--- config.mk ---
export PLATFORM = sky130hd
export DESIGN_NAME = gsch_ram
export DESIGN_NICKNAME = d
export VERILOG_FILES = /design/src/gsch_ram.sv
export SDC_FILE = /design/constraint.sdc
export NUM_CORES = 2
export LEC_CHECK = 0
export ABC_CLOCK_PERIOD_IN_PS = 9500
export BUFFER_PORTS_ARGS = -buffer_cell sky130_fd_sc_hd__buf_2
export CAP_MARGIN = 5
export CORE_MARGIN = 5
export CORE_UTILIZATION = 67
export DETAILED_ROUTE_END_ITERATION = 10
export PLACE_DENSITY = 0.84
export SETUP_SLACK_MARGIN = 0.1
export SLEW_MARGIN = 40
export SYNTH_ARGS = -nofsm -noshare
export SYNTH_HDL_FRONTEND = slang
export SYNTH_SLANG_ARGS = --single-unit
--- constraint.sdc ---
create_clock -name clk -period 9.5 [get_ports clk]
set_input_delay 1.425 -clock clk [delete_from_list [all_inputs] [get_ports clk]]
set_output_delay 1.425 -clock clk [all_outputs]
set_load 0.01 [all_outputs]
--- src/gsch_ram.sv ---
// ----------------------------------------------------------------------------
// Generic RAM
// Single write port and one read port with registered read data.
// ----------------------------------------------------------------------------
module gsch_ram #(
  parameter int WIDTH = 32,
  parameter int DEPTH = 64
) (
  input  logic                     clk,
  input  logic                     wr_en,
  input  logic [$clog2(DEPTH)-1:0] wr_addr,
  input  logic [WIDTH-1:0]         wr_data,
  input  logic [$clog2(DEPTH)-1:0] rd_addr,
  output logic [WIDTH-1:0]         rd_data
);

  logic [WIDTH-1:0] mem [DEPTH];

  always_ff @(posedge clk) begin
    if (wr_en) begin
      mem[wr_addr] <= wr_data;
    end
    rd_data <= mem[rd_addr];
  end

endmodule

### Word-level counts from Yosys, hierarchy flattened

Memory sizes are Yosys's and may differ from the RTL's. A register that Yosys moved wholly into a read port is not among the register bits.
Cells that the tools add are included.

| word-level totals | value |
|---|---|
| flip-flop bits (word level) | 0 |
| memory bits (writable) | 2,048 |
| output and inout bits | 32 |
| memories kept | 1 |

Memories:

| memory | words | bits a word | read ports | clocked after memory_dff | wr ports | line | RTL |
|---|---|---|---|---|---|---|---|
| mem | 64 | 32 | 1 | 1 | 1 | 17 | `logic [WIDTH-1:0] mem [DEPTH];` |

| cells by class | value |
|---|---|
| muxes and demuxes | 2 |

Operators with widths:

| operator | number |
|---|---|
| $mux 1 | 2 |

### Logic depth before layout (Yosys ltp)

| logic depth | value |
|---|---|
| word-level depth | 2 |
| gate-level depth with buffers | 10 |
| mapped depth without buffers | 5 |

### Least setup slack after synthesis

No wires, ideal clock.

| timing path | value |
|---|---|
| path kind | input -> register |
| start point | in wr_addr[3] |
| end point | mem mem[48][0] (enable) |
| setup time | 0.461 ns |
| arrival time | 4.124 ns |
| required time | 9.039 ns |
| setup slack | 4.915 ns |
| stages | 4 |
| path through | clkbuf_1 -> nor2b_1 -> nand4b_1 -> nor3_1 |

RTL lines:

| what | line | RTL |
|---|---|---|
| start: declaration | 11 | `input logic [$clog2(DEPTH)-1:0] wr_addr,` |
| end: declaration | 17 |  |

Straight into the memory's write port.

==> results by group <==
GRT
  • First-pass GRT wire length: 324 mm
  • GR Util All Layers: 0.378
  • Vias in the first global route: approximately 42000
  • Largest net degree at the start of global routing: between 100 and 150
  • Antenna violations before repair: 20
  • Total grt overflow: 0

STA
  • Final Hold Fails: 0
  • Minimum clock period: roughly 4.5 ns
  • RSZ-0062 raised after global routing: no
  • Max Slew Vio Count: 0
  • Final WS setup: between 5 and 6 ns
  • Period utilization: 0.472
  • Setup TNS: 0 ns
  • Least-Margin Pin Slew: a little over 1 ns
  • Min Hold Slack: about 0.76 ns
  • Slew headroom: 0.325
  • Final setup vio count: 0
  • Peak Freq: between 200 and 250 MHz
  • Clk_skew: 0.0346 ns

Clock tree
  • Cts bufs inserted: around 190
  • Post-CTS Setup Bufs: 0
  • CTS resizes: 0
  • CTS HTree Levels: 4
  • Clk pin slew, worst setup/hold paths: ~0.070 ns
  • CTS Hold Bufs: 0
  • Num Clock Sinks: 2080
  • TritonCTS clock tree: yes
  • CTS Buffer Depth: 3
  • Clock latency at the later pin of the worst-skew pair: about 0.82 ns
  • CTS root buffer: clkbuf_16

Power
  • Peak supply drop: 0.202 mV
  • Design Power: 18.9 mW
  • Leakage power: about 27 nW
  • PD cells: 216 nW/um^2

Logic synthesis
  • Count leader, synth: edfxtp_1
  • Post-Synth Adder-Cell Area: 0
  • Simple-Gate Fraction of Synth Area: 0.0127
  • Largest cells by area after synthesis: edfxtp_1 78%, mux4_2 16%, mux2i_1 1.2%
  • Synth top cells by count: 2048 x edfxtp_1, 544 x mux4_2, 137 x nor2_1, 93 x mux2i_1, 84 x o22ai_1
  • Synth Warn #: 0
  • Post-synthesis cell count: approximately 3300
  • Asr flop ratio synth: 0
  • Mapped Nets: ~3400
  • Top FF cell, synth: edfxtp_1
  • Post-Synth XOR/XNOR Area: 0
  • Largest family of logic cells by synthesized area: multiplexers
  • Netlist cell types: 34
  • Sequential-to-total area share from yosys stat: 0.791
  • Synthesized area per cell: approximately 24 sq um
  • Post-synthesis mux area share: 0.168
  • Synth Area in Compound Gates: 0.0167
  • Flops & latches, synth: 2080
  • Post-synth top area cell: edfxtp_1
  • Post-synth EDFFs: slightly above 2000
  • Area share of the leading cell type in the synthesized netlist: 0.783
  • Post-Synthesis Cell Area: approximately 79000 sq um

Worst setup path
  • CP Data Arrival Time: ~5 ns
  • Worst Path Buf+Inv: 4
  • Nature of the critical path endpoint: register
  • Most frequent CP cell: nor2_1
  • CP delay by family, top: buffers and inverters
  • Setup CP Type: primary input to register
  • R2r setup slk: ~7 ns
  • Crit Path Max Fanout: 84
  • Reg2reg end: rd_data[16]$_DFF_P_
  • Reg2reg path depth: 5
  • Slowest CP cell: a21oi_1
  • Req. time, crit path: just over 10 ns
  • Max stage delay on crit path: 0.68 ns
  • Startpoint types: primary input
  • Worst R2R Start: mem[32][16]$_DFFE_PP_
  • Crit path cell chain: buf_8, buf_16, buf_12, buf_6, mux4_2, o22ai_1, nor2_1, a21oi_1, nor2_1

Detailed routing
  • Pre-Repair DR Iteration Count: 8
  • Routed wire length: 233 mm
  • Drt drc: 0
  • Number of vias per cell: ~8
  • Routed via count: 40900
  • DRT iter0 DRCs: about 8200
  • Drt wl/cell: approximately 45 um
  • Final ANT Viol Nets: 0

Die
  • Core Box Area: roughly 120000 sq um
  • Boundary Pins: 78
  • Die footprint: ~120000 sq um
  • Die X: about 350 um
  • Die height: ~350 um
  • Initial Util: 0.675
  • Row cnt: between 100 and 150

Placement
  • Post-Place Setup Slack: a little over 4 ns
  • Port bufs: between 70 and 80
  • GPL Wtd Cong: approximately 0.8
  • DP Wirelength: ~110 mm

Layout
  • Fillers: between 5000 and 6000
  • Post-layout net count: between 3000 and 4000
  • Area Overhead vs Synth: 11.5%
  • Final Util: 0.752
  • Layout cells sized above 1: 0.291

Worst hold path
  • Hold Path Cell Cnt: 4
  • Hold WC Path Type: register to register
  • Worst Hold Launch: mem[28][20]$_DFFE_PP_
  • Hold endpoint: rd_data[20]$_DFF_P_

Run status
  • Outcome: finished clean

Flow run
  • Max-cap violations: 0
-- tightest hold or removal path, cell delays in order, from the launching register on --
cell,delay [ns]
edfxtp_1,0.32
mux2i_1,0.06
nand2_1,0.07
a311oi_1,0.10
nor3_1,0.17
-- logic make-up after synthesis --
| kind of cell | Yosys count |
|---|---|
| compound gates | 202 |
| simple gates | 223 |
| flops | 2080 |
| mux | 637 |
| buf+inv | 182 |
-- layout make-up --
type | instances | area [sq um] | area share
multi-input cells | 1062 | 16000 | 0.183
flip-flops and latches | 2080 | 62100 | 0.710
well taps | 1524 | 1910 | 0.0218
clock buffers | 231 | 4950 | 0.0565
clock inverters | 108 | 1090 | 0.0125
diodes | 10 | 25.0 | 0.000286
repair buffers | 178 | 1420 | 0.0162
-- routing by layer --
metal / track usage / share of wire / up-vias
met5: 0 / 0.00037 / -
met4: 0.230 / 0.077 / 14
met3: 0.112 / 0.15 / 1114
met2: 0.599 / 0.48 / 4586
met1: 0.469 / 0.29 / 20600
li1: - / - / 14600
-- where the power goes --
part	total (mW)	switching, mW	internal, mW
registers	10.2	0.0624	10.2
logic	0.970	0.635	0.335
clock network	7.73	3.46	4.27
-- flip-flops by register name, indices dropped and copies added (netlist names) --
register,count
mem,2048
rd_data,32
-- worst max-delay path by stage --
stage	startpoint	endpoint	slack, ns	depth (start not counted)
3_3_place_gp	rd_addr[0]	rd_data[22]$_DFF_P_	4.18	8
5_1_grt	rd_addr[0]	rd_data[22]$_DFF_P_	4.65	9
4_1_cts	rd_addr[0]	rd_data[22]$_DFF_P_	4.85	9
6_report	rd_addr[0]	rd_data[22]$_DFF_P_	5.01	9
2_1_floorplan	wr_addr[3]	mem[48][0]$_DFFE_PP_	4.92	4
3_5_place_dp	rd_addr[0]	rd_data[22]$_DFF_P_	4.10	9
-- per-stage QoR --
| stage | instances | area [sq um] |
|---|---|---|
| final | 5193 | 87600 |
| after global routing | 5183 | 87500 |
| after CTS | 5178 | 87400 |
| after detailed placement | 4839 | 81400 |
| after global placement | 4837 | 81200 |
| after floorplan | 3324 | 78500 |
-- layout by cell type (no fill, tap or decap), drive strengths merged --
| cell | instances |
|---|---|
| nor3 | 7 |
| o32ai | 4 |
| nand3 | 5 |
| or3b | 5 |
| nor2 | 137 |
| a311oi | 8 |
| edfxtp | 2048 |
| nand3b | 5 |
| bufinv | 21 |
| or2 | 3 |
| nand4 | 2 |
| o22ai | 84 |
| a21oi | 62 |
| a22oi | 12 |
| dfxtp | 32 |
| nand2 | 26 |
| or3 | 3 |
| and3 | 4 |
| buf | 177 |
| and2 | 2 |
| nor2b | 15 |
| clkinvlp | 5 |
| a31oi | 1 |
| nand4b | 1 |
| inv | 6 |
| clkbuf | 232 |
| clkinv | 76 |
| diode | 10 |
| mux2i | 93 |
| a41o | 4 |
| o221ai | 27 |
| mux4 | 544 |
| nand2b | 8 |
(Power assumes the default switching activity.)
