**src/gsch_pkg.sv**
```systemverilog
// ----------------------------------------------------------------------------
// Graham scan convex hull package
// Item types, vector type and the orientation functions shared by the block.
// ----------------------------------------------------------------------------
package gsch_pkg;

  localparam int COORD_W = 16;
  localparam int VEC_W   = COORD_W + 1;
  localparam int CR_W    = 2 * VEC_W + 1;
  localparam int SIZE_W  = 7;

  typedef struct packed {
    logic signed [COORD_W-1:0] point_x;
    logic signed [COORD_W-1:0] point_y;
    logic                      last_point;
  } gsch_in_t;

  typedef struct packed {
    logic signed [COORD_W-1:0] hull_x;
    logic signed [COORD_W-1:0] hull_y;
    logic [SIZE_W-1:0]         hull_size;
    logic                      no_hull;
    logic                      overflowed;
    logic                      last_vertex;
  } gsch_out_t;

  typedef struct packed {
    logic signed [VEC_W-1:0] x;
    logic signed [VEC_W-1:0] y;
  } gsch_vec_t;

  typedef struct packed {
    logic clear;
    logic unload;
  } gsch_sort_ctl_t;

  typedef struct packed {
    logic clear;
    logic push;
    logic pop;
  } gsch_stk_ctl_t;

  function automatic logic signed [CR_W-1:0] gsch_cross(gsch_vec_t a, gsch_vec_t b);
    logic signed [CR_W-1:0] p0;
    logic signed [CR_W-1:0] p1;
    p0 = CR_W'(a.x) * CR_W'(b.y);
    p1 = CR_W'(b.x) * CR_W'(a.y);
    return p0 - p1;
  endfunction

  function automatic logic [VEC_W-1:0] gsch_abs(logic signed [VEC_W-1:0] v);
    logic [VEC_W-1:0] r;
    r = v[VEC_W-1] ? VEC_W'(-v) : VEC_W'(v);
    return r;
  endfunction

  // Collinear vectors from the anchor lie on one ray, so the Manhattan
  // length orders them by distance.
  function automatic logic gsch_before(gsch_vec_t a, gsch_vec_t b);
    logic signed [CR_W-1:0] cr;
    logic [VEC_W:0]         da;
    logic [VEC_W:0]         db;
    cr = gsch_cross(a, b);
    da = {1'b0, gsch_abs(a.x)} + {1'b0, gsch_abs(a.y)};
    db = {1'b0, gsch_abs(b.x)} + {1'b0, gsch_abs(b.y)};
    if (cr != '0) begin
      return cr > 0;
    end
    return da < db;
  endfunction

endpackage

```
**src/gsch_stack.sv**
```systemverilog
// ----------------------------------------------------------------------------
// Hull stack
// A row of cells that shift down on push and up on pop; the top two cells
// are read at fixed places.
// ----------------------------------------------------------------------------
module gsch_stack #(
  parameter int DEPTH = 64
) (
  input  logic                       clk,
  input  logic                       rst,
  input  gsch_pkg::gsch_stk_ctl_t    ctl,
  input  gsch_pkg::gsch_vec_t        din,
  output gsch_pkg::gsch_vec_t        top0,
  output gsch_pkg::gsch_vec_t        top1,
  output logic [$clog2(DEPTH+1)-1:0] depth
);

  gsch_pkg::gsch_vec_t cells [DEPTH];

  always_ff @(posedge clk) begin
    if (rst || ctl.clear) begin
      depth <= '0;
    end else if (ctl.push) begin
      depth <= depth + 1'b1;
    end else if (ctl.pop) begin
      depth <= depth - 1'b1;
    end
  end

  always_ff @(posedge clk) begin
    if (ctl.push) begin
      cells[0] <= din;
      for (int i = 1; i < DEPTH; i++) begin
        cells[i] <= cells[i-1];
      end
    end else if (ctl.pop) begin
      for (int i = 0; i < DEPTH - 1; i++) begin
        cells[i] <= cells[i+1];
      end
    end
  end

  assign top0 = cells[0];
  assign top1 = cells[1];

endmodule

```
**config.mk**
```make
export PLATFORM = sky130hd
export DESIGN_NAME = gsch_stack
export DESIGN_NICKNAME = d
export VERILOG_FILES = /design/src/gsch_pkg.sv /design/src/gsch_stack.sv
export SDC_FILE = /design/constraint.sdc
export NUM_CORES = 2
export LEC_CHECK = 0
export ABC_CLOCK_PERIOD_IN_PS = 100500
export BUFFER_PORTS_ARGS = -buffer_cell sky130_fd_sc_hd__clkbuf_2
export CAP_MARGIN = 20
export CORE_UTILIZATION = 64
export DETAILED_ROUTE_END_ITERATION = 16
export MAX_ROUTING_LAYER = met4
export PLACE_DENSITY = 0.81
export SLEW_MARGIN = 10
export SYNTH_ARGS = -nofsm -noshare
export SYNTH_HDL_FRONTEND = slang
export SYNTH_SLANG_ARGS = --single-unit
```
**constraint.sdc**
```tcl
create_clock -name clk -period 100.5 [get_ports clk]
set_clock_uncertainty 0.1 [all_clocks]
set_input_delay 0 -clock clk [delete_from_list [all_inputs] [get_ports clk]]
set_output_delay 0 -clock clk [all_outputs]
set_load 0.05 [all_outputs]
```
### Yosys cells after proc, flatten, opt, wreduce, memory -nomap -nowiden

Memories as Yosys holds them, arrays and structs flattened.
Index checks and enable logic that the tools add are counted.

* flip-flop bits (word level): 7
* memory bits (writable): 2176
* bits of input ports: 39
* output and inout bits: 75
* logic and storage cells: 139
* memories: 1

Memory list
* cells: words 64, bits a word 34, read ports 64, clocked after Yosys merged registers in 0, wr ports 64, line gsch_stack.sv:18 `gsch_pkg::gsch_vec_t cells [DEPTH];`

* add/subtract/negate cells: 2
* muxes and demuxes: 70
* bitwise operators: 63
* reductions and logical operators: 2

Operators with widths (number)
* $mux 34: 63
* $or 1x1->1: 63
* $mux 7: 2
* $add 7x1->7 const B: 1
* $sub 7x1->7 const B: 1
* $mux 1: 5
* $reduce_bool 2->1: 1
* $logic_or 1x1->1: 1

### Depth between registers and ports, before layout

* depth in word-level cells: 4
* depth in mapped cells: 8
* depth with buffers taken out: 7

### Least setup slack after synthesis

Ideal clock, no wire load.

* path kind: input-to-reg
* start: input port ctl[1] (netlist bit)
* end: memory cells[0][0] (netlist bit) (enable)
* library setup time: 16172 ps
* arrival time: 38998 ps
* required time: 84228 ps
* path slack: 45230 ps
* stages on the path: 3
* buffers on the path: 1
* cells stage by stage: buf_4 > nor2_1 > clkinv_1

RTL lines
* start: declaration: line gsch_stack.sv:11 `input gsch_pkg::gsch_stk_ctl_t ctl,`
* end: declaration: line gsch_stack.sv:18

==> run summary <==
outcome - finished with violations
violated checks - design-rule violations
routed vias - 50762
Max Buffers Root-to-Sink - 3
Pleak - 41.0 nW
fin. max-slew vios - 0
Detail Route Antenna Nets - 0
top post-synthesis cells by area - edfxtp_1 70%, nand2_1 14%, mux2_2 12%, buf_6 1.9%, buf_2 0.90%
Final #Nets - 7179
drt drc - 4
minimum clock period - 5.58 ns
post_cts resized - 0
final design utilization - 69.9%
cell count after synthesis - 7119
Sink Count - 2183
part of the power in combinational logic - 9.5%
final hold vios - 0
pwr dens - 22.2 nW/µm²
vias in the first global route - 49734
Buffers on Ports - 113
total CTS buffers - 206
CP max FO - 139
Switching Share - 23.4%
H-tree lvl count - 4
Worst Path Class, Setup - primary input to flop
cell mode on critical path - buf_4
sequential share of power - 57.0%
worst slew pin tran - 1.28 ns
RSZ-0062 raised after global routing - false
Rows - 139
1st-iter DRT viols - 5131
Core Box Area - 144000 µm²
CP startpoint kind - primary input
share of post-route cells with drive strength above 1 - 19.8%
P&R area growth vs syn - 8.02%
Initial Utilization - 64.7%
Final period util - 5.55%
Total Routing Usage GR - 20.6%
synth warn - 0
Crit. End Element - flop
worst-path cell chain - dlygate4sd3_1, buf_8, nor2_1, inv_8, buf_4, buf_4, buf_4, buf_4
library cells used by synthesis - 26
CTS root buf - clkbuf_16
Rel. slew slack - 14.9%
WL per Instance - 16.0 µm
setup TNS - 0 ns
Die Span Y - 384 µm
Clk network pwr share - 33.5%
Max Fclk - 0.179 GHz
largest net degree at the start of global routing - 261
Top Family by Delay on Critical Path - buffers and inverters
first-pass GRT wire length - 247000 µm
syn_nets - 7164
clk_lat worst skew - 0.83 ns
cell taking the most area after synthesis - edfxtp_1
die extent in x - 384 µm
DR pass1 iterations - 12
NetSw - 0.000524 W
# setup viols final - 0
total grt overflow - 0
CP Data Arrival Time - 5.92 ns
max cap viols - 0
register area - 65500 µm²
Fillers - 8977
drt total wl - 148000 µm
sequential element share of the synthesized area - 70.2%
P_int - 0.00171 W
delay of the slowest cell on the worst path - 0.92 ns
multi-input logic area - 24400 µm²
average size of a mapped cell - 13.1 µm²
Die Area - 147000 µm²
postcts setup bufs - 0
Hold WS - 0.0534 ns
Hold Path Class - primary input to flop
Post-DP HPWL - 80200 µm
# hold bufs at CTS - 71
CTS tree - done
clock-pin slew on the worst setup and hold paths - 0.06 ns
Crit path required time - 100.84 ns
buffers and inverters on the worst path - 7
vias per cell - 5.51
initial antenna violation count - 1
Netlist Area Pre-Place - 93300 µm²
Max VDD drop - 0.0197 mV
share of the synthesized area in the top cell type - 70.1%
gpl congestion - 0.757
# IOs - 114
FF+latch count, synth - 2183
Slowest-stage cell, CP - buf_4
cells in the final DEF, fill, tap and decap left out, types with 6 or more instances in the layout:
cell | synthesis | layout
edfxtp_1 | 2176 | 2176
buf_16 | 0 | 7
clkinv_1 | 1 | 63
dfxtp_1 | 7 | 7
inv_6 | 0 | 6
dlygate4sd3_1 | 0 | 71
clkbuf_1 | 29 | 36
clkbuf_2 | 0 | 112
clkinv_2 | 0 | 43
nand2_1 | 3476 | 3475
a21oi_1 | 6 | 6
nor2_1 | 6 | 6
mux2_2 | 986 | 986
clkbuf_16 | 0 | 211
buf_12 | 0 | 6
bufinv_16 | 0 | 13
buf_4 | 79 | 46
worst reg2reg max path, cell delays in order, from the launching register on:
cell and delay, ns:
dfxtp_1 0.66, ha_1 0.37, and3_1 0.18, a221oi_1 0.37, mux2i_1 0.29, xnor2_1 0.16, nor2_1 0.06
layer usage:
metal / vias up / GRT usage (%) / wire (µm) / share of wire [%]
met3: 260 / 3.36 / 6670 / 4.5
met1: 24836 / 29.9 / 67500 / 46
met5: - / - / 0 / 0
met2: 1155 / 30.7 / 70300 / 48
li1: 24511 / - / - / -
met4: 0 / 5.64 / 3000 / 2.0
area by class of cell:
class	count	share of cell area (%)
Sequential cell	2183	65.0
Tap cell	1903	2.36
Inverter	2	0.0149
Multi-Input combinational cell	4498	24.3
Clock inverter	135	1.04
Antenna cell	3	0.00745
Timing Repair Buffer	243	1.93
Clock buffer	247	5.38
power by group through the flow:
| stage | Sequential [W] | Clock (W) | Combinational, W |
|---|---|---|---|
| finish | 0.00127 | 0.000749 | 0.000212 |
| global route | 0.00129 | 0.000795 | 0.000239 |
| CTS | 0.00128 | 0.000762 | 0.000214 |
| detailed placement | 0.00129 | 0 | 0.000209 |
| global placement | 0.00128 | 0 | 0.000195 |
| floorplan | 0.00134 | 0 | 0.000184 |
final timing paths:
kind	from	endpoint	slack (ns)	cells after the start
max	ctl[1]	cells[1][2]	94.92	8
min	din[28]	cells[0][28]	0.05	4
max reg2reg	depth[5]	depth[6]	98.19	6
min reg2reg	cells[7][233]	cells[7][267]	0.34	0
registers in the layout, summed over array words and instances, names as in the netlist:
signal	flops
cells	2176
depth	7
cells by family (layout without fill, tap and decap cells):
| logic type | after synthesis | count (layout) | share of synthesized area (%) |
|---|---|---|---|
| compound gates | 13 | 13 | 0.0912 |
| xor+xnor | 6 | 6 | 0.0564 |
| fa+ha+maj | 6 | 6 | 0.0886 |
| buf+inv | 438 | 627 | 3.59 |
| flops | 2183 | 2183 | 70.2 |
| mux | 987 | 987 | 11.9 |
| other cells | 0 | 3 | 0 |
| simple gates | 3486 | 3486 | 14.0 |
synth_stat cells (all sizes together):
cell type	n
a221oi	1
ha	5
fa	1
xnor2	5
nand2	3476
mux2i	1
dfxtp	7
buf	407
clkinv	1
a211oi	1
mux2	986
or2	1
nand4	1
nor2b	1
a21o	4
a22o	1
inv	1
xor2	1
a21oi	6
edfxtp	2176
and3	1
clkbuf	29
nor2	6
through the flow:
step,cell area (µm²),power (W),worst slack [ns],instances
after floorplan,93300,0.00153,45.23,7119
after global placement,93400,0.00148,94.94,8751
after detailed placement,93400,0.00150,94.74,8751
after CTS,101000,0.00225,94.98,9204
after global routing,101000,0.00233,94.57,9212
final,101000,0.00224,94.92,9214
Note: power is estimated with default switching activity, not from simulation.
