### src/gsch_pkg.sv
// ----------------------------------------------------------------------------
// Graham scan convex hull package
// Item types, vector type and the orientation functions shared by the block.
// ----------------------------------------------------------------------------
package gsch_pkg;

  localparam int COORD_W = 16;
  localparam int VEC_W   = COORD_W + 1;
  localparam int CR_W    = 2 * VEC_W + 1;
  localparam int SIZE_W  = 7;

  typedef struct packed {
    logic signed [COORD_W-1:0] point_x;
    logic signed [COORD_W-1:0] point_y;
    logic                      last_point;
  } gsch_in_t;

  typedef struct packed {
    logic signed [COORD_W-1:0] hull_x;
    logic signed [COORD_W-1:0] hull_y;
    logic [SIZE_W-1:0]         hull_size;
    logic                      no_hull;
    logic                      overflowed;
    logic                      last_vertex;
  } gsch_out_t;

  typedef struct packed {
    logic signed [VEC_W-1:0] x;
    logic signed [VEC_W-1:0] y;
  } gsch_vec_t;

  typedef struct packed {
    logic clear;
    logic unload;
  } gsch_sort_ctl_t;

  typedef struct packed {
    logic clear;
    logic push;
    logic pop;
  } gsch_stk_ctl_t;

  function automatic logic signed [CR_W-1:0] gsch_cross(gsch_vec_t a, gsch_vec_t b);
    logic signed [CR_W-1:0] p0;
    logic signed [CR_W-1:0] p1;
    p0 = CR_W'(a.x) * CR_W'(b.y);
    p1 = CR_W'(b.x) * CR_W'(a.y);
    return p0 - p1;
  endfunction

  function automatic logic [VEC_W-1:0] gsch_abs(logic signed [VEC_W-1:0] v);
    logic [VEC_W-1:0] r;
    r = v[VEC_W-1] ? VEC_W'(-v) : VEC_W'(v);
    return r;
  endfunction

  // Collinear vectors from the anchor lie on one ray, so the Manhattan
  // length orders them by distance.
  function automatic logic gsch_before(gsch_vec_t a, gsch_vec_t b);
    logic signed [CR_W-1:0] cr;
    logic [VEC_W:0]         da;
    logic [VEC_W:0]         db;
    cr = gsch_cross(a, b);
    da = {1'b0, gsch_abs(a.x)} + {1'b0, gsch_abs(a.y)};
    db = {1'b0, gsch_abs(b.x)} + {1'b0, gsch_abs(b.y)};
    if (cr != '0) begin
      return cr > 0;
    end
    return da < db;
  endfunction

endpackage

### src/gsch_sort_cell.sv
// ----------------------------------------------------------------------------
// Sort cell
// Keeps the earlier of its held and incoming vector in angular order and
// passes the other on; in unload mode it takes its right neighbor's vector.
// ----------------------------------------------------------------------------
module gsch_sort_cell (
  input  logic                    clk,
  input  logic                    rst,
  input  gsch_pkg::gsch_sort_ctl_t ctl,
  input  gsch_pkg::gsch_vec_t     in_vec,
  input  logic                    in_valid,
  input  gsch_pkg::gsch_vec_t     next_vec,
  input  logic                    next_valid,
  output gsch_pkg::gsch_vec_t     held,
  output logic                    held_valid,
  output gsch_pkg::gsch_vec_t     pass,
  output logic                    pass_valid
);

  always_ff @(posedge clk) begin
    if (rst || ctl.clear) begin
      held_valid <= 1'b0;
      pass_valid <= 1'b0;
    end else if (ctl.unload) begin
      held       <= next_vec;
      held_valid <= next_valid;
      pass_valid <= 1'b0;
    end else if (in_valid) begin
      if (!held_valid) begin
        held       <= in_vec;
        held_valid <= 1'b1;
        pass_valid <= 1'b0;
      end else if (gsch_pkg::gsch_before(in_vec, held)) begin
        held       <= in_vec;
        pass       <= held;
        pass_valid <= 1'b1;
      end else begin
        pass       <= in_vec;
        pass_valid <= 1'b1;
      end
    end else begin
      pass_valid <= 1'b0;
    end
  end

endmodule

### config.mk
export PLATFORM = sky130hd
export DESIGN_NAME = gsch_sort_cell
export DESIGN_NICKNAME = d
export VERILOG_FILES = /design/src/gsch_pkg.sv /design/src/gsch_sort_cell.sv
export SDC_FILE = /design/constraint.sdc
export NUM_CORES = 2
export LEC_CHECK = 0
export ABC_AREA = 0
export BUFFER_PORTS_ARGS = -buffer_cell sky130_fd_sc_hd__buf_2
export CORE_MARGIN = 10
export CORE_UTILIZATION = 30
export DETAILED_ROUTE_END_ITERATION = 8
export PLACE_DENSITY = 0.51
export RECOVER_POWER = 50
export SLEW_MARGIN = 20
export SYNTH_ARGS = -nofsm -noshare
export SYNTH_HDL_FRONTEND = slang
export SYNTH_SLANG_ARGS = --single-unit
### constraint.sdc
create_clock -name clk -period 27.8 [get_ports clk]
set_input_delay 2.78 -clock clk [delete_from_list [all_inputs] [get_ports clk]]
set_output_delay 2.78 -clock clk [all_outputs]
set_load 0.1 [all_outputs]
Word level (Yosys, flattened, before mapping):

Index checks and enable logic that the tools add are counted.

* register bits after elaboration: 70
* bits in latches: 0
* memory bits (writable): 0
* ROM bits: 0
* bits of input ports: 74
* memories: 0

* add/sub/neg operators: 7
* multiply operators: 2
* div/mod/pow operators: 0
* order comparisons: 2
* eq/ne operators: 1
* shift-type cells: 0
* muxes and demuxes: 23
* bitwise gates (word level): 3
* reductions and logical operators: 6

Operator list (number)
* 34-bit 2-to-1 mux: 5
* 17-bit by 17-bit multiplier with 34-bit output: 2
* 17-bit 2-to-1 mux: 4
* 17-bit negation: 4
* 17-bit by 17-bit adder with 18-bit output: 2
* 35-bit by 1-bit > comparator with 1-bit output (second input constant): 1
* 35-bit nonzero test: 1
* 34-bit by 34-bit subtractor with 35-bit output: 1
* 18-bit less-than comparator: 1
* 1-bit 2-to-1 mux: 14
* 4-bit AND reduction: 1
* 3-bit by 2-bit != test with 1-bit output (second input constant): 1
* 1-bit inverter: 3
* 3-bit AND reduction: 1
* 3-bit OR reduction: 1
* 2-bit nonzero test: 1
* 1-bit logical OR: 1

Longest topological paths before layout:

* depth after elaboration: 17
* gate-level depth with buffers: 31
* mapped depth without buffers: 28

Worst setup path before layout:

Ideal clock, no wire load.

* path type: input port to flip-flop
* from: input port in_vec[33] (netlist bit)
* to: register held[0] (netlist bit) (enable)
* library setup time: 0.446 ns
* arrival time: 11.734 ns
* data required time: 27.354 ns
* path slack: 15.620 ns
* stages: 27
* buffers on the path: 4
* cell sequence: clkbuf_1 -> clkbuf_1 -> nand2_1 -> fa_1 -> fa_1 -> inv_1 -> fa_1 -> fa_1 -> inv_1 -> fa_1 -> inv_1 -> fa_1 -> fa_1 -> fa_1 -> ha_1 -> buf_2 -> o21ai_0 -> o211ai_1 -> a31oi_1 -> a211oi_2 -> o2111ai_1 -> a2111oi_0 -> o21ai_0 -> xnor2_1 -> o31ai_4 -> buf_6 -> a31oi_1

* cells in the longest elaborated chain, start to end: 15
* elaborated cells on any way between the ends: 21

RTL lines
* start: declaration: line gsch_sort_cell.sv:10 `input gsch_pkg::gsch_vec_t in_vec,`
* parallel branches: the longest is 8 deep, another holds 34-bit by 34-bit subtractor with 35-bit output
* 1-bit 2-to-1 mux (*): line gsch_pkg.sv:69 `return da < db;`
* 1-bit 2-to-1 mux (*): line gsch_sort_cell.sv:29 `if (!held_valid) begin`
* 1-bit 2-to-1 mux (*): line gsch_sort_cell.sv:28 `end else if (in_valid) begin`
* 1-bit 2-to-1 mux (*): line gsch_sort_cell.sv:24 `end else if (ctl.unload) begin`
* 1-bit 2-to-1 mux (*): line gsch_sort_cell.sv:21 `if (rst || ctl.clear) begin`
* 3-bit by 2-bit != test with 1-bit output (no line) (*)
* 3-bit AND reduction (no line) (*)
* end signal: assignment: line gsch_sort_cell.sv:25 `held <= next_vec;`
* end signal: assignment: line gsch_sort_cell.sv:30 `held <= in_vec;`
* end signal: assignment: line gsch_sort_cell.sv:34 `held <= in_vec;`
* end: declaration: line gsch_sort_cell.sv:14 `output gsch_pkg::gsch_vec_t held,`

Every way passes the cells marked *. The select of a mux whose other input is x is not followed.
A chain may end at the register's enable or synchronous reset.

Worst setup path in the final report:

* from: input port in_vec[33] (netlist bit)
* to: register held[29] (netlist bit) (enable)

The elaborated chain is that of the path after synthesis.

==> metrics list <==
* FP Rows: 112
- Routability cong.: 0.8388
- Largest incremental delay on the critical path: 0.91 ns
- Flop and latch count out of synthesis: 70
* Most used cell, CP: fa_1
- Global-route wire length before repair: 133.9 mm
- The run finished, with violations left.
* Number of placed I/O pins: 144
- Setup repair after global routing left no endpoint under its margin.
- Static timing analysis puts the maximum clock frequency at 0.08177 GHz.
* Count of cells resized by post-cts repair: 0
- Tightest Pin Transition: 2.330 ns
- Final critical-path share of the clock period: 43.99%
- Once detailed placement completed, the half-perimeter wirelength came to 68.44 mm.
* Biggest fanout along the worst timing path: 36
- Area delta synth->final: 7.778%
- The critical path runs through a total of 27 cells.
- Instance count after placement with tap cells included: 4,202
- Yosys mapped the design onto 75 distinct sky130hd cell types.
* Starting density of the core: 30.33%
* Type of the worst setup path: input port to register
- Hold/Removal Path Class: register to register
- Clk pin slew, worst setup/hold paths: 0.06 ns
- Fraction of post-synthesis cell area in the top cell type by area: 46.61%
- Final net count: 3,903
- Input and output buffers added on the ports amount to 143.
- Violated checks: capacitance limit, slew limit
- The synthesized design contains 68 enable-type register cells.
* Clock tree from TritonCTS: yes
- In this run the post-CTS setup repair buffer count came out at 0.
- Among cell families on the critical path, the largest total delay comes from adder cells.
* Async SR Flop Fraction: 0%
- The tree is rooted in a clkbuf_16.
- Aggregate routed wire length: 84.47 mm
- Fill cells in the final layout number 9,859.
- Die outline width: 327.6 um
- Antenna violations before repair: 3
- Number of vias in the routed layout: 20.17k
- For this design, the slowest cell found on the critical path is fa_1.
- GRT overflow: 0
- STA classifies the critical path startpoint as an input port.
- Number of maximum-capacitance constraint violations: 2
* Arrival time at the worst endpoint: 12.31 ns
- After the first detailed-routing iteration, the DRC count stood at 1,222.
* Setup violation total in the final timing report: 0
- The H-tree generated during clock tree synthesis spans 3 levels.
- In this run the vertical extent of the chip is 327.6 um.
- The floorplan step defined a die boundary enclosing 107,300 um^2.
- Synthesis produced a netlist with a net count of 3,866.
- Cells after synthesis: 2,925
* Number of buffers inserted during clock tree synthesis: 9
* Routed vias/inst: 4.777
- The synthesized design spends more area on one cell type than any other, namely fa_1.
- In this run the cell area of the synthesized design comes to 28,390 um^2.
- Commonest non-fill, non-tap cell in the layout: fa_1
* Fin area: 30,600 um^2
- The clock period could shrink to 12.23 ns.
- After detailed routing, the average wire length per cell comes to 20.00 um.
- CTS hold repair buffers: 0
- For this run, design rule violations remaining after detail routing come to 0.
- Count of non-filler cells in the finished layout: 4,223
* Final sum of negative setup slack: 0 ns
- Headroom to the max-slew limit: -55.35%
- The via count of the first global-routing pass was 22.09k.
- STA puts the critical path data required time at 27.88 ns.
* ANT nets after route: 0
- The later pin in the worst-skew pair is clocked with a latency of 0.36 ns.
- Final-layout worst hold slack: 0.5788 ns
- Worst hold stages: 1
- Ratio of cells with drive above 1 in the final layout: 7.651%
* Critical path capture point type: register
- R2r worst-path depth: 26
- Number of buffer and inverter stages on the critical path: 7
- In this run the cell area measured after placement is 30,300 um^2.
* Fin. max-slew vios: 77
* Most instantiated flip-flop cell in the synthesis netlist: edfxtp_1
* Std-Cell Core Area: 93,610 um^2
- The final count of hold timing violations was 0.
- For this run, the detailed router's first-pass iteration total came to 5.
- Count of synthesis-stage warnings from yosys: 0
* Mean instance size in the synthesized netlist: 9.707 um^2
* Synth top area cells: fa_1, ha_1, inv_1
- Sequential area share after synthesis: 7.333%
- Pin count of the biggest net entering global routing: 42
* Final worst clock skew: 0.005249 ns
* Commonest cells after routing, fill and taps aside: fa_1, inv_1, nand2_1
- Total Routing Usage GR: 16.05%
* Max clock buf depth: 2
- Clock tree synthesis found a total of 70 sinks.
flip-flops by register name (all words and copies together), names as in the netlist:
signal / flops
pass: 34
pass_valid: 1
held_valid: 1
held: 34
stage by stage:
stage                     utilization (%)  worst slack (ns)
after floorplan                         -             15.62
after global placement              32.37             15.48
after detailed placement            32.37             15.30
after CTS                           32.70             15.64
after global routing                32.69             15.10
final                               32.69             15.57
cell usage after synthesis, types with 18 or more instances:
cell and instances:
fa_1 661, edfxtp_1 68, ha_1 206, o21ai_0 57, nand2_1 333, clkbuf_1 132
inv_1 601, mux2_4 25, nand2b_1 30, and2_1 267, xnor2_1 99, a21o_1 18
a21oi_1 57, nor2_1 50, nor2b_1 23, mux2_2 38, nand3_1 18
path summary, 6_finish.rpt:
kind,startpoint,end,slack [ns]
setup / recovery,in_vec[33],held[29],15.57
hold / removal,held_valid,pass_valid,0.58
hold reg to reg,held_valid,pass_valid,0.58
setup reg to reg,held[5],held[29],17.70
routing by layer:
| metal | global-route usage (%) | up-vias | part of all wire [%] |
|---|---|---|---|
| met5 | 0 | - | 0.014 |
| met4 | 3.104 | 2 | 1.8 |
| met3 | 1.790 | 68 | 4.9 |
| met2 | 28.07 | 478 | 51 |
| met1 | 21.28 | 10660 | 42 |
| li1 | - | 8961 | - |
cells by family after synthesis:
family	Yosys count	share of synthesized area, %
AOI/OAI and AO/OA	233	5.442
xor gates and xnor gates	115	3.547
buffers and inverters	759	10.32
muxes	70	3.076
DFF	70	7.333
and+or+nand+nor	811	14.60
adders and majority gates	867	55.68
layout make-up:
cell class | count | area, um^2 | area share [%]
well taps | 1254 | 1569 | 5.127
clock buffers | 9 | 225.2 | 0.7360
inverters | 602 | 2260 | 7.384
multi-input cells | 2096 | 23390 | 76.45
flip-flops and latches | 70 | 2082 | 6.804
clock inverters | 7 | 88.84 | 0.2903
repair buffers | 183 | 975.9 | 3.189
diodes | 2 | 5.005 | 0.01636
Power is left out: the tool's default activity adds up to more than one toggle a clock period on the data nets, which glitch-free logic cannot reach.
